===== src/rtl/iclp_pkg.sv =====
// ============================================================================
// iclp_pkg
// shared types and constants of the indented command line parser
// ============================================================================
`default_nettype none

package iclp_pkg;

    localparam int unsigned MAX_TEXT_LENGTH_DEF = 32'd65536;
    localparam int unsigned MAX_INDENT_DEF      = 32'd255;

    // result queue of the back end
    localparam int unsigned OQ_DEPTH = 4;
    localparam int unsigned OQ_AW    = $clog2(OQ_DEPTH);
    localparam int unsigned OQ_CW    = $clog2(OQ_DEPTH + 1);

    typedef enum logic [2:0] {
        CL_END,
        CL_WS,
        CL_TAB,
        CL_NL,
        CL_COM,
        CL_SEMI,
        CL_IDENT,
        CL_OTHER
    } t_cls;

    typedef enum logic [2:0] {
        EV_CMD        = 3'd0,
        EV_ARG        = 3'd1,
        EV_UNEXPECTED = 3'd2,
        EV_TOO_DEEP   = 3'd3,
        EV_DONE       = 3'd4
    } t_kind;

    typedef struct packed {
        t_cls cls;
        logic first_of_text;
        logic end_of_text;
    } t_qitem;

    typedef struct packed {
        t_kind       event_kind;
        logic [15:0] text_start;
        logic [15:0] text_end;
        logic [15:0] line_number;
        logic [7:0]  indent_level;
        logic [7:0]  expected_indent;
        logic [15:0] column;
        logic        last_of_run;
    } t_event;

endpackage

`default_nettype wire


===== src/rtl/iclp_in_if.sv =====
// ============================================================================
// iclp_in_if
// character channel: one code point per transfer
// ============================================================================
`default_nettype none

interface iclp_in_if;
    logic        valid;
    logic        ready;
    logic [20:0] char_code;
    logic        first_of_text;
    logic        end_of_text;

    modport source (output valid, output char_code, output first_of_text,
                    output end_of_text, input ready);
    modport sink   (input valid, input char_code, input first_of_text,
                    input end_of_text, output ready);
endinterface

`default_nettype wire


===== src/rtl/iclp_out_if.sv =====
// ============================================================================
// iclp_out_if
// event channel: one parser event per transfer
// ============================================================================
`default_nettype none

interface iclp_out_if;
    logic        valid;
    logic        ready;
    logic [2:0]  event_kind;
    logic [15:0] text_start;
    logic [15:0] text_end;
    logic [15:0] line_number;
    logic [7:0]  indent_level;
    logic [7:0]  expected_indent;
    logic [15:0] column;
    logic        last_of_run;

    modport source (output valid, output event_kind, output text_start, output text_end,
                    output line_number, output indent_level, output expected_indent,
                    output column, output last_of_run, input ready);
    modport sink   (input valid, input event_kind, input text_start, input text_end,
                    input line_number, input indent_level, input expected_indent,
                    input column, input last_of_run, output ready);
endinterface

`default_nettype wire


===== src/rtl/indented_command_line_parser.sv =====
// ============================================================================
// indented_command_line_parser
// streaming parser of indented command scripts, one character per transfer
// ============================================================================
// i_chr carries one code point per transfer, with first_of_text to start a
// new script and end_of_text to close it. o_evt carries parser events:
// command begin with its tab indentation, argument, unexpected token, too
// much indentation and done; last_of_run marks the final event of a
// character. An identifier event appears with the character after it or at
// end_of_text. A character is taken every cycle while the class queue has
// room; the front classifies it into a two-entry queue and the back runs one
// lexer and grammar step per cycle on it while the result queue has room for
// two events. A character that yields two events takes two transfers on the
// event port, which is the only limit on sustained rate besides the receiver.
// When o_evt stalls, the four-entry event queue absorbs results and then the
// back, and through the class queue the front, hold i_chr off.
// After a done or error event no events appear until first_of_text is set.
// Reset clears both queues and returns the parser to the start of a script.
// ============================================================================
`default_nettype none

module indented_command_line_parser #(
    parameter int unsigned MAX_TEXT_LENGTH = iclp_pkg::MAX_TEXT_LENGTH_DEF,
    parameter int unsigned MAX_INDENT      = iclp_pkg::MAX_INDENT_DEF
) (
    input  logic       i_clk,
    input  logic       i_rst_n,
    iclp_in_if.sink    i_chr,
    iclp_out_if.source o_evt
);

    logic             s_q_valid;
    logic             s_q_ready;
    iclp_pkg::t_qitem s_q_item;

    iclp_front u_front (
        .i_clk     (i_clk),
        .i_rst_n   (i_rst_n),
        .i_chr     (i_chr),
        .o_q_valid (s_q_valid),
        .o_q_item  (s_q_item),
        .i_q_ready (s_q_ready)
    );

    iclp_back #(
        .MAX_TEXT_LENGTH (MAX_TEXT_LENGTH),
        .MAX_INDENT      (MAX_INDENT)
    ) u_back (
        .i_clk     (i_clk),
        .i_rst_n   (i_rst_n),
        .i_q_valid (s_q_valid),
        .i_q_item  (s_q_item),
        .o_q_ready (s_q_ready),
        .o_evt     (o_evt)
    );

endmodule

`default_nettype wire


===== src/rtl/iclp_front.sv =====
// ============================================================================
// iclp_front
// accepts characters, classifies them and queues the class for the back end
// ============================================================================
`default_nettype none

module iclp_front (
    input  logic             i_clk,
    input  logic             i_rst_n,
    iclp_in_if.sink          i_chr,
    output logic             o_q_valid,
    output iclp_pkg::t_qitem o_q_item,
    input  logic             i_q_ready
);

    localparam logic [20:0] CH_NUL   = 21'd0;
    localparam logic [20:0] CH_TAB   = 21'd9;
    localparam logic [20:0] CH_LF    = 21'd10;
    localparam logic [20:0] CH_CR    = 21'd13;
    localparam logic [20:0] CH_SPACE = 21'd32;
    localparam logic [20:0] CH_HASH  = 21'd35;
    localparam logic [20:0] CH_PCT   = 21'd37;
    localparam logic [20:0] CH_0     = 21'd48;
    localparam logic [20:0] CH_9     = 21'd57;
    localparam logic [20:0] CH_SEMI  = 21'd59;
    localparam logic [20:0] CH_UA    = 21'd65;
    localparam logic [20:0] CH_UZ    = 21'd90;
    localparam logic [20:0] CH_USCR  = 21'd95;
    localparam logic [20:0] CH_LA    = 21'd97;
    localparam logic [20:0] CH_LZ    = 21'd122;
    localparam logic [20:0] CH_NBSP  = 21'h0000A0;

    function automatic iclp_pkg::t_cls f_classify(input logic [20:0] c);
        iclp_pkg::t_cls r;
        if (c == CH_NUL) begin
            r = iclp_pkg::CL_END;
        end else if (c == CH_CR || c == CH_SPACE || c == CH_NBSP) begin
            r = iclp_pkg::CL_WS;
        end else if (c == CH_TAB) begin
            r = iclp_pkg::CL_TAB;
        end else if (c == CH_LF) begin
            r = iclp_pkg::CL_NL;
        end else if (c == CH_PCT) begin
            r = iclp_pkg::CL_COM;
        end else if (c == CH_SEMI) begin
            r = iclp_pkg::CL_SEMI;
        end else if (c == CH_HASH || c == CH_USCR
                     || (c >= CH_0 && c <= CH_9)
                     || (c >= CH_UA && c <= CH_UZ)
                     || (c >= CH_LA && c <= CH_LZ)) begin
            r = iclp_pkg::CL_IDENT;
        end else begin
            r = iclp_pkg::CL_OTHER;
        end
        return r;
    endfunction

    iclp_pkg::t_qitem r_q [2];
    logic             r_wp;
    logic             r_rp;
    logic [1:0]       r_cnt;
    logic             s_push;
    logic             s_pop;
    iclp_pkg::t_qitem s_item;

    assign i_chr.ready = (r_cnt != 2'd2);
    assign s_push      = i_chr.valid && i_chr.ready;
    assign o_q_valid   = (r_cnt != 2'd0);
    assign o_q_item    = r_q[r_rp];
    assign s_pop       = o_q_valid && i_q_ready;

    always_comb begin
        s_item.cls           = f_classify(i_chr.char_code);
        s_item.first_of_text = i_chr.first_of_text;
        s_item.end_of_text   = i_chr.end_of_text;
    end

    always_ff @(posedge i_clk) begin
        if (!i_rst_n) begin
            r_wp  <= 1'b0;
            r_rp  <= 1'b0;
            r_cnt <= 2'd0;
        end else begin
            if (s_push) begin
                r_wp <= ~r_wp;
            end
            if (s_pop) begin
                r_rp <= ~r_rp;
            end
            r_cnt <= r_cnt + 2'(s_push) - 2'(s_pop);
        end
    end

    always_ff @(posedge i_clk) begin
        if (s_push) begin
            r_q[r_wp] <= s_item;
        end
    end

`ifndef SYNTH
    a_cnt_bound: assert property (@(posedge i_clk) disable iff (!i_rst_n)
        r_cnt <= 2'd2)
        else $error("class queue overfilled");
    a_grow: assert property (@(posedge i_clk) disable iff (!i_rst_n)
        (s_push && !s_pop) |=> (r_cnt == $past(r_cnt) + 2'd1))
        else $error("class queue count did not grow on transfer in");
    a_shrink: assert property (@(posedge i_clk) disable iff (!i_rst_n)
        (s_pop && !s_push) |=> (r_cnt == $past(r_cnt) - 2'd1))
        else $error("class queue count did not shrink on transfer out");
`endif

endmodule

`default_nettype wire


===== src/rtl/iclp_back.sv =====
// ============================================================================
// iclp_back
// lexer and grammar step per queued character, events into a result queue
// ============================================================================
`default_nettype none

module iclp_back #(
    parameter int unsigned MAX_TEXT_LENGTH = iclp_pkg::MAX_TEXT_LENGTH_DEF,
    parameter int unsigned MAX_INDENT      = iclp_pkg::MAX_INDENT_DEF
) (
    input  logic             i_clk,
    input  logic             i_rst_n,
    input  logic             i_q_valid,
    input  iclp_pkg::t_qitem i_q_item,
    output logic             o_q_ready,
    iclp_out_if.source       o_evt
);

    localparam int unsigned OFS_W = $clog2(MAX_TEXT_LENGTH);
    localparam int unsigned IND_W = $clog2(MAX_INDENT + 1);
    localparam logic [OFS_W-1:0] OFS_MAX = OFS_W'(MAX_TEXT_LENGTH - 1);
    localparam logic [IND_W-1:0] IND_MAX = IND_W'(MAX_INDENT);

    typedef enum logic [2:0] {
        G_ROOT, G_LINE, G_IGNORE, G_COMMAND, G_ARGUMENT, G_END, G_ERROR
    } t_gram;

    typedef enum logic [2:0] {
        M_NONE, M_TABS, M_WS, M_SEMI, M_IDENT, M_TRAIL, M_COMMENT
    } t_lex;

    typedef struct packed {
        t_gram            gs;
        t_lex             lm;
        logic [OFS_W-1:0] off;
        logic [15:0]      lc;
        logic [OFS_W-1:0] lb;
        logic [OFS_W-1:0] tb;
        logic [OFS_W-1:0] tf;
        logic [IND_W-1:0] ci;
        logic [IND_W:0]   pp1;
        logic             fin;
    } t_st;

    typedef struct packed {
        t_st              st;
        logic [1:0]       n;
        iclp_pkg::t_event ev0;
        iclp_pkg::t_event ev1;
    } t_ctx;

    function automatic t_st f_reset_st();
        t_st r;
        r.gs  = G_ROOT;
        r.lm  = M_NONE;
        r.off = '0;
        r.lc  = '0;
        r.lb  = '0;
        r.tb  = '0;
        r.tf  = '0;
        r.ci  = '0;
        r.pp1 = '0;
        r.fin = 1'b0;
        return r;
    endfunction

    function automatic logic [OFS_W-1:0] f_sat(input logic [OFS_W-1:0] x);
        return (x < OFS_MAX) ? x + OFS_W'(1) : OFS_MAX;
    endfunction

    function automatic t_ctx f_emit(input t_ctx c, input iclp_pkg::t_kind k);
        t_ctx             r;
        iclp_pkg::t_event e;
        logic [31:0]      col;
        r   = c;
        col = 32'(c.st.tb) - 32'(c.st.lb);
        e.event_kind      = k;
        e.text_start      = 16'(c.st.tb);
        e.text_end        = 16'(c.st.tf);
        e.line_number     = c.st.lc;
        e.indent_level    = 8'(c.st.ci);
        e.expected_indent = (32'(c.st.pp1) > 32'd255) ? 8'hFF : 8'(c.st.pp1);
        e.column          = col[15:0];
        e.last_of_run     = 1'b0;
        if (c.n == 2'd0) begin
            r.ev0 = e;
            r.n   = 2'd1;
        end else if (c.n == 2'd1) begin
            r.ev1 = e;
            r.n   = 2'd2;
        end
        return r;
    endfunction

    function automatic t_ctx f_fail(input t_ctx c, input iclp_pkg::t_kind k);
        t_ctx r;
        r        = f_emit(c, k);
        r.st.fin = 1'b1;
        r.st.gs  = G_ERROR;
        return r;
    endfunction

    function automatic t_ctx f_begin_cmd(input t_ctx c);
        t_ctx r;
        if ({1'b0, c.st.ci} > c.st.pp1) begin
            r = f_fail(c, iclp_pkg::EV_TOO_DEEP);
        end else begin
            r        = c;
            r.st.pp1 = {1'b0, c.st.ci} + (IND_W + 1)'(1);
            r        = f_emit(r, iclp_pkg::EV_CMD);
            r.st.gs  = G_ARGUMENT;
        end
        return r;
    endfunction

    function automatic t_ctx f_feed(input t_ctx c, input iclp_pkg::t_cls tok,
                                    input logic [OFS_W-1:0] start,
                                    input logic [OFS_W-1:0] finish);
        t_ctx  r;
        t_gram s;
        r       = c;
        s       = c.st.gs;
        r.st.tb = start;
        r.st.tf = finish;
        if (tok == iclp_pkg::CL_END) begin
            r        = f_emit(r, iclp_pkg::EV_DONE);
            r.st.fin = 1'b1;
            r.st.gs  = G_END;
        end else if (tok == iclp_pkg::CL_NL || tok == iclp_pkg::CL_COM) begin
            r.st.gs = G_ROOT;
        end else if ((s == G_ROOT || s == G_LINE) && tok == iclp_pkg::CL_WS) begin
            r.st.gs = G_IGNORE;
        end else if (s == G_ROOT && tok == iclp_pkg::CL_TAB) begin
            r.st.gs = G_LINE;
        end else if ((s == G_ROOT || s == G_LINE || s == G_COMMAND)
                     && tok == iclp_pkg::CL_IDENT) begin
            r = f_begin_cmd(r);
        end else if (s == G_IGNORE
                     && (tok == iclp_pkg::CL_WS || tok == iclp_pkg::CL_TAB)) begin
            r.st.gs = G_IGNORE;
        end else if (s == G_ARGUMENT && tok == iclp_pkg::CL_IDENT) begin
            r = f_emit(r, iclp_pkg::EV_ARG);
        end else if (s == G_ARGUMENT && tok == iclp_pkg::CL_SEMI) begin
            r.st.gs = G_COMMAND;
        end else begin
            r = f_fail(r, iclp_pkg::EV_UNEXPECTED);
        end
        return r;
    endfunction

    function automatic t_ctx f_new_line(input t_ctx c);
        t_ctx r;
        r = c;
        if (c.st.lc != 16'hFFFF) begin
            r.st.lc = c.st.lc + 16'd1;
        end
        r.st.lb = f_sat(c.st.off);
        r.st.ci = '0;
        return r;
    endfunction

    // hands the pending token to the grammar, ending at the current offset
    function automatic t_ctx f_flush(input t_ctx c);
        t_ctx r;
        r       = c;
        r.st.lm = M_NONE;
        case (c.st.lm)
            M_TABS:  r = f_feed(r, iclp_pkg::CL_TAB, c.st.tb, c.st.off);
            M_WS:    r = f_feed(r, iclp_pkg::CL_WS, c.st.tb, c.st.off);
            M_SEMI:  r = f_feed(r, iclp_pkg::CL_SEMI, c.st.tb, c.st.off);
            M_IDENT: r = f_feed(r, iclp_pkg::CL_IDENT, c.st.tb, c.st.off);
            default: r.st.lm = M_NONE;
        endcase
        return r;
    endfunction

    t_st                      r_st;
    t_ctx                     n_ctx;
    iclp_pkg::t_event         r_oq [iclp_pkg::OQ_DEPTH];
    logic [iclp_pkg::OQ_AW-1:0] r_wp;
    logic [iclp_pkg::OQ_AW-1:0] r_rp;
    logic [iclp_pkg::OQ_CW-1:0] r_ocnt;
    logic                     s_pop;
    logic [1:0]               s_npush;
    logic                     s_opop;
    iclp_pkg::t_event         s_head;

    assign o_q_ready = (r_ocnt <= iclp_pkg::OQ_CW'(iclp_pkg::OQ_DEPTH - 2));
    assign s_pop     = i_q_valid && o_q_ready;
    assign s_npush   = s_pop ? n_ctx.n : 2'd0;

    always_comb begin
        t_ctx             c;
        logic             taken;
        logic [OFS_W-1:0] here;
        iclp_pkg::t_cls   cls;
        cls    = i_q_item.cls;
        c.st   = i_q_item.first_of_text ? f_reset_st() : r_st;
        c.n    = 2'd0;
        c.ev0  = '0;
        c.ev1  = '0;
        taken  = 1'b0;
        here   = '0;
        if (!c.st.fin) begin
            case (c.st.lm)
                M_TABS: begin
                    if (cls == iclp_pkg::CL_TAB) begin
                        if (c.st.ci < IND_MAX) begin
                            c.st.ci = c.st.ci + IND_W'(1);
                        end
                        taken = 1'b1;
                    end
                end
                M_WS, M_SEMI, M_TRAIL: begin
                    if (cls == iclp_pkg::CL_WS) begin
                        taken = 1'b1;
                    end else if (c.st.lm == M_TRAIL) begin
                        c.st.lm = M_NONE;
                    end
                end
                M_IDENT: begin
                    if (cls == iclp_pkg::CL_IDENT) begin
                        taken = 1'b1;
                    end else begin
                        c = f_flush(c);
                        if (!c.st.fin && cls == iclp_pkg::CL_WS) begin
                            c.st.lm = M_TRAIL;
                            taken   = 1'b1;
                        end
                    end
                end
                M_COMMENT: begin
                    if (cls == iclp_pkg::CL_NL) begin
                        c       = f_new_line(c);
                        c.st.lm = M_NONE;
                        taken   = 1'b1;
                    end else if (cls != iclp_pkg::CL_END) begin
                        taken = 1'b1;
                    end else begin
                        c.st.lm = M_NONE;
                    end
                end
                default: begin
                    taken = 1'b0;
                end
            endcase

            if (!taken && !c.st.fin) begin
                c = f_flush(c);
                if (!c.st.fin) begin
                    here = c.st.off;
                    case (cls)
                        iclp_pkg::CL_TAB: begin
                            c.st.lm = M_TABS;
                            c.st.tb = here;
                            c.st.ci = IND_W'(1);
                        end
                        iclp_pkg::CL_WS: begin
                            c.st.lm = M_WS;
                            c.st.tb = here;
                        end
                        iclp_pkg::CL_SEMI: begin
                            c.st.lm = M_SEMI;
                            c.st.tb = here;
                        end
                        iclp_pkg::CL_IDENT: begin
                            c.st.lm = M_IDENT;
                            c.st.tb = here;
                        end
                        iclp_pkg::CL_NL: begin
                            c = f_feed(c, iclp_pkg::CL_NL, here, f_sat(here));
                            c = f_new_line(c);
                        end
                        iclp_pkg::CL_COM: begin
                            c = f_feed(c, iclp_pkg::CL_COM, f_sat(here), f_sat(here));
                            c.st.lm = M_COMMENT;
                        end
                        iclp_pkg::CL_END: begin
                            c = f_feed(c, iclp_pkg::CL_END, here, here);
                        end
                        default: begin
                            c = f_feed(c, iclp_pkg::CL_OTHER, here, f_sat(here));
                        end
                    endcase
                end
            end

            if (!c.st.fin) begin
                c.st.off = f_sat(c.st.off);
            end

            if (i_q_item.end_of_text && !c.st.fin) begin
                c = f_flush(c);
                if (!c.st.fin) begin
                    c = f_feed(c, iclp_pkg::CL_END, c.st.off, c.st.off);
                end
            end
        end

        if (c.n == 2'd1) begin
            c.ev0.last_of_run = 1'b1;
        end else if (c.n == 2'd2) begin
            c.ev1.last_of_run = 1'b1;
        end
        n_ctx = c;
    end

    always_ff @(posedge i_clk) begin
        if (!i_rst_n) begin
            r_st <= f_reset_st();
        end else if (s_pop) begin
            r_st <= n_ctx.st;
        end
    end

    // result queue
    assign s_head             = r_oq[r_rp];
    assign o_evt.valid        = (r_ocnt != '0);
    assign s_opop             = o_evt.valid && o_evt.ready;
    assign o_evt.event_kind   = s_head.event_kind;
    assign o_evt.text_start   = s_head.text_start;
    assign o_evt.text_end     = s_head.text_end;
    assign o_evt.line_number  = s_head.line_number;
    assign o_evt.indent_level = s_head.indent_level;
    assign o_evt.expected_indent = s_head.expected_indent;
    assign o_evt.column       = s_head.column;
    assign o_evt.last_of_run  = s_head.last_of_run;

    always_ff @(posedge i_clk) begin
        if (!i_rst_n) begin
            r_wp   <= '0;
            r_rp   <= '0;
            r_ocnt <= '0;
        end else begin
            r_wp   <= r_wp + iclp_pkg::OQ_AW'(s_npush);
            r_rp   <= r_rp + iclp_pkg::OQ_AW'(s_opop);
            r_ocnt <= r_ocnt + iclp_pkg::OQ_CW'(s_npush) - iclp_pkg::OQ_CW'(s_opop);
        end
    end

    always_ff @(posedge i_clk) begin
        if (s_npush != 2'd0) begin
            r_oq[r_wp] <= n_ctx.ev0;
        end
        if (s_npush == 2'd2) begin
            r_oq[r_wp + iclp_pkg::OQ_AW'(1)] <= n_ctx.ev1;
        end
    end

`ifndef SYNTH
    a_oq_bound: assert property (@(posedge i_clk) disable iff (!i_rst_n)
        r_ocnt <= iclp_pkg::OQ_CW'(iclp_pkg::OQ_DEPTH))
        else $error("result queue overfilled");
    a_last_mark: assert property (@(posedge i_clk) disable iff (!i_rst_n)
        (s_pop && n_ctx.n == 2'd2) |-> (n_ctx.ev1.last_of_run && !n_ctx.ev0.last_of_run))
        else $error("last_of_run misplaced on a pair of events");
    a_quiet_after_end: assert property (@(posedge i_clk) disable iff (!i_rst_n)
        (s_pop && r_st.fin && !i_q_item.first_of_text) |-> (n_ctx.n == 2'd0))
        else $error("event issued after the final event");
    a_indent_bound: assert property (@(posedge i_clk) disable iff (!i_rst_n)
        32'(r_st.pp1) <= 32'(MAX_INDENT) + 32'd1)
        else $error("command indentation out of range");
`endif

endmodule

`default_nettype wire

===== src/flat_wrapper.sv =====
// flat-port wrapper written by rule: the top's interface ports become plain ports
module indented_command_line_parser_flat 
#(
    parameter int unsigned MAX_TEXT_LENGTH = iclp_pkg::MAX_TEXT_LENGTH_DEF,
    parameter int unsigned MAX_INDENT      = iclp_pkg::MAX_INDENT_DEF
)
  (i_clk, i_rst_n, i_chr_valid, i_chr_char_code, i_chr_first_of_text, i_chr_end_of_text, i_chr_ready, o_evt_valid, o_evt_event_kind, o_evt_text_start, o_evt_text_end, o_evt_line_number, o_evt_indent_level, o_evt_expected_indent, o_evt_column, o_evt_last_of_run, o_evt_ready);
  iclp_in_if i_chr_i ();
  iclp_out_if o_evt_i ();
  input  logic i_clk;
  input  logic i_rst_n;
  input wire logic [$bits(i_chr_i.valid)-1:0] i_chr_valid;
  input wire logic [$bits(i_chr_i.char_code)-1:0] i_chr_char_code;
  input wire logic [$bits(i_chr_i.first_of_text)-1:0] i_chr_first_of_text;
  input wire logic [$bits(i_chr_i.end_of_text)-1:0] i_chr_end_of_text;
  output wire logic [$bits(i_chr_i.ready)-1:0] i_chr_ready;
  output wire logic [$bits(o_evt_i.valid)-1:0] o_evt_valid;
  output wire logic [$bits(o_evt_i.event_kind)-1:0] o_evt_event_kind;
  output wire logic [$bits(o_evt_i.text_start)-1:0] o_evt_text_start;
  output wire logic [$bits(o_evt_i.text_end)-1:0] o_evt_text_end;
  output wire logic [$bits(o_evt_i.line_number)-1:0] o_evt_line_number;
  output wire logic [$bits(o_evt_i.indent_level)-1:0] o_evt_indent_level;
  output wire logic [$bits(o_evt_i.expected_indent)-1:0] o_evt_expected_indent;
  output wire logic [$bits(o_evt_i.column)-1:0] o_evt_column;
  output wire logic [$bits(o_evt_i.last_of_run)-1:0] o_evt_last_of_run;
  input wire logic [$bits(o_evt_i.ready)-1:0] o_evt_ready;
  assign i_chr_i.valid = i_chr_valid;
  assign i_chr_i.char_code = i_chr_char_code;
  assign i_chr_i.first_of_text = i_chr_first_of_text;
  assign i_chr_i.end_of_text = i_chr_end_of_text;
  assign i_chr_ready = i_chr_i.ready;
  assign o_evt_valid = o_evt_i.valid;
  assign o_evt_event_kind = o_evt_i.event_kind;
  assign o_evt_text_start = o_evt_i.text_start;
  assign o_evt_text_end = o_evt_i.text_end;
  assign o_evt_line_number = o_evt_i.line_number;
  assign o_evt_indent_level = o_evt_i.indent_level;
  assign o_evt_expected_indent = o_evt_i.expected_indent;
  assign o_evt_column = o_evt_i.column;
  assign o_evt_last_of_run = o_evt_i.last_of_run;
  assign o_evt_i.ready = o_evt_ready;
  indented_command_line_parser #(.MAX_TEXT_LENGTH(MAX_TEXT_LENGTH), .MAX_INDENT(MAX_INDENT)) u_core (.i_clk(i_clk), .i_rst_n(i_rst_n), .i_chr(i_chr_i), .o_evt(o_evt_i));
endmodule

===== config.mk =====
export PLATFORM = sky130hd
export DESIGN_NAME = indented_command_line_parser_flat
export DESIGN_NICKNAME = d
export VERILOG_FILES = /design/src/rtl/iclp_pkg.sv /design/src/rtl/iclp_in_if.sv /design/src/rtl/iclp_out_if.sv /design/src/rtl/indented_command_line_parser.sv /design/src/rtl/iclp_front.sv /design/src/rtl/iclp_back.sv /design/src/flat_wrapper.sv
export SDC_FILE = /design/constraint.sdc
export NUM_CORES = 2
export LEC_CHECK = 0
export ABC_AREA = 0
export BUFFER_PORTS_ARGS = -buffer_cell sky130_fd_sc_hd__buf_2
export CAP_MARGIN = 10
export CORE_MARGIN = 4
export CORE_UTILIZATION = 40
export CTS_BUF_LIST = sky130_fd_sc_hd__clkbuf_4 sky130_fd_sc_hd__clkbuf_8
export CTS_CLUSTER_DIAMETER = 200
export DETAILED_ROUTE_END_ITERATION = 7
export PLACE_DENSITY_LB_ADDON = 0.15
export SLEW_MARGIN = 20
export SYNTH_ARGS = -nofsm -noshare
export SYNTH_HDL_FRONTEND = slang
export SYNTH_HIERARCHICAL = 1
export SYNTH_SLANG_ARGS = --single-unit

===== constraint.sdc =====
create_clock -name i_clk -period 15.3 [get_ports i_clk]
set_input_delay 1.53 -clock i_clk [delete_from_list [all_inputs] [get_ports i_clk]]
set_output_delay 1.53 -clock i_clk [all_outputs]
set_load 0.005 [all_outputs]

==> results.sh <==
export IMPL_status="finished, final reports clean"
export IMPL_ir_drop_mv=0.09998
export IMPL_syn_instance_count=3740
export IMPL_track_usage_pct=30.04
export IMPL_synthArstFlopShare_pct=0
export IMPL_grt_pass1_vias=30642
export IMPL_power_density_mw_per_mm2=116.1
export IMPL_place_gp_congestion=1.004
export IMPL_synthTopCellsByArea="edfxtp_1, mux2i_1, dfxtp_1"
export IMPL_numPortBuffers=112
export IMPL_cp_max_fo=42
export IMPL_dp_cells=4836
export IMPL_grt_max_degree=71
export IMPL_clockRootBuffer="clkbuf_8"
export IMPL_fillers=8507
export IMPL_pin_count=113
export IMPL_fin_tns_setup_ns=0
export IMPL_start_util_pct=40.42
export IMPL_postCtsHoldBufs=0
export IMPL_fin_util_pct=44.29
export IMPL_drt_initial_drc_count=4070
export IMPL_area_growth_syn_to_layout_pct=9.580
export IMPL_syn_num_nets=3894
export IMPL_synth_most_common_cell="edfxtp_1"
export IMPL_use_met2_pct=44.06
export IMPL_cts_tree="built"
export IMPL_clock_sinks=446
export IMPL_final_period_utilization_pct=80.86
export IMPL_via_count=32400
export IMPL_yosysTopAreaCellShare_pct=29.54
export IMPL_totalWireLength_microns=145400
export IMPL_hold_viol=0
export IMPL_clock_skew_ns=0.05873
export IMPL_dieWidth_microns=304.5
export IMPL_clockBufferDepth=3
export IMPL_worstSetupPathType="reg -> reg"
export IMPL_rows=108
export IMPL_synthFlopType="edfxtp_1"
export IMPL_grt_overflow_total=0
export IMPL_use_met1_pct=42.79
export IMPL_whs_path_depth=2
export IMPL_fmax_mhz=80.83
export IMPL_drive_gt1_share_pct=14.86
export IMPL_htree_levels=3
export IMPL_wire_per_inst_microns=29.15
export IMPL_max_stage_delay_ns=0.70
export IMPL_r2r_cells=40
export IMPL_slowest_stage="buf_4"
export IMPL_cts_buffers=80
export IMPL_clk_pin_slew_worst_paths_ns=0.06
export IMPL_fp_dieH_microns=304.5
export IMPL_layout_nets=3918
export IMPL_cp_end_kind="register"
export IMPL_syn_area_sq_mm=0.03517
export IMPL_dp_slack_ns=3.268
export IMPL_tightest_slew_ns=1.248
export IMPL_rsz0062_at_grt="false"
export IMPL_grt_busiest_layer="met2"
export IMPL_grt_first_pass_wirelength_microns=211200
export IMPL_worstPathRequired_ns=15.72
export IMPL_grt_use_met3_pct=7.201
export IMPL_r2r_slack_ns=2.93
export IMPL_synth_seq_cells=446
export IMPL_dieArea_sq_mm=0.09274
export IMPL_core_area_sq_mm=0.08702
export IMPL_clk_latency_ns=0.73
export IMPL_finalMaxSlewViolations=0
export IMPL_synth_edf_count=346
export IMPL_yosys_warnings=6
export IMPL_routed_via_density=6.498
export IMPL_ant_nets=0
export IMPL_cts_resized=0
export IMPL_finalHoldWorstSlack_ns=0.4581
export IMPL_worstPathArrival_ns=12.80
export IMPL_post_route_min_period_ns=12.37
export IMPL_setup_viol=0
export IMPL_yosysTopAreaCell="edfxtp_1"
export IMPL_slew_headroom_pct=15.94
export IMPL_post_route_drc_count=0
export IMPL_yosys_cell_types_count=115
export IMPL_p_leak_nw=15.32
export IMPL_worstHoldPathType="reg -> reg"
export IMPL_critPathLaunchType="register"
export IMPL_fin_cells=4986
export IMPL_hpwl_microns=102100
export IMPL_drt_pass1_iterations=6
export IMPL_fin_ws_ns=2.928
export IMPL_synthTopCellsByCount="edfxtp_1, mux2i_1, nand2_1, nor2_1, a21oi_1"
export IMPL_post_cts_repair_setup_buffers=0
export IMPL_avgSynthCellArea_sq_um=9.404
export IMPL_max_cap_violations=0
export IMPL_antenna_found_initial=7
export IMPL_yosysSeqAreaShare_pct=35.23
==> kinds of logic after synthesis <==
logic type	share of synthesized area [%]
mux	16.98
flops	35.23
fa+ha+maj	4.646
simple gates	15.41
xor+xnor	2.789
buf+inv	4.810
compound gates	20.14
==> area by class of cell <==
type                       instances  area [sq um]  area share (%)
sequential                       446         12400           32.17
clock inverter                    35         295.3          0.7662
tap                             1155          1445           3.750
antenna                            2         5.005         0.01299
multi-input combinational       2920         21330           55.33
clock buffer                     112          1354           3.513
timing repair buffer             207          1306           3.389
inverter                         109         410.4           1.065
==> layer usage <==
| layer | vias up | routed length [microns] |
|---|---|---|
| li1 | 14297 | - |
| met1 | 15768 | 61430 |
| met2 | 1955 | 60700 |
| met3 | 378 | 16750 |
| met4 | 2 | 6459 |
| met5 | - | 19 |
==> critical path, delay by kind of cell, from the launching register on <==
family | cells | cell delay (ns)
AOI/OAI and AO/OA | 16 | 3.38
adders and majority gates | 3 | 0.96
buffers and inverters | 8 | 3.04
DFF | 1 | 0.46
muxes | 3 | 1.42
and+or+nand+nor | 10 | 2.75
==> cells in the final DEF, fill, tap and decap left out, types with 21 or more instances in the layout <==
cell type and count:
buf_2 112, o211ai_1 71, mux2_1 23, a22oi_1 34
ha_1 121, o21ai_0 203, nor2_1 324, nand2_1 335
edfxtp_1 346, clkbuf_4 30, buf_4 93, clkbuf_8 82
inv_1 100, mux4_2 84, nand3_1 103, a21oi_1 270
a31oi_1 48, mux2i_1 342, clkinv_1 21, xnor2_1 79
a221o_1 26, or3_1 27, mux2_2 33, nor2b_1 59
and2_1 31, o22ai_1 46, dfxtp_1 98, nand2b_1 25
a211oi_1 33, o21ai_1 44, xor2_1 33, nor3_1 89
==> flip-flops by register name, indices dropped and copies added, names as in the netlist, named ones only <==
| signal | count |
|---|---|
| u_core/u_back/r_ocnt | 3 |
| u_core/u_back/r_rp | 2 |
| u_core/u_front/r_q | 10 |
| u_core/u_front/r_cnt | 2 |
| u_core/u_back/r_oq | 336 |
| u_core/u_back/r_st | 88 |
| u_core/u_back/r_wp | 2 |
| u_core/u_front/r_wp | 1 |
| u_core/u_front/r_rp | 1 |
==> final timing paths <==
check	from	endpoint
worst max register to register	register	u_core/u_back/r_oq[0][65]$_DFFE_PP_
worst max-delay path	register	u_core/u_back/r_oq[0][65]$_DFFE_PP_
worst min register to register	u_core/u_back/r_st[37]$_SDFFE_PN0P_	u_core/u_back/r_st[37]$_SDFFE_PN0P_
worst min-delay path	u_core/u_back/r_st[37]$_SDFFE_PN0P_	u_core/u_back/r_st[37]$_SDFFE_PN0P_
==> stage by stage <==
step	area, sq um	power (mW)
6_report	38540	4.474
5_1_grt	38540	4.689
4_1_cts	38500	4.484
3_5_place_dp	36850	3.281
3_3_place_gp	36850	3.278
2_1_floorplan	35180	2.662
==> report_power, final <==
| part | switching (mW) | total [mW] | internal, mW |
|---|---|---|---|
| clock network | 0.547 | 1.19 | 0.646 |
| registers | 0.110 | 1.65 | 1.54 |
| logic | 1.03 | 1.64 | 0.601 |
| total | 1.69 | 4.47 | 2.78 |
Note: power is estimated with default switching activity, not from simulation.
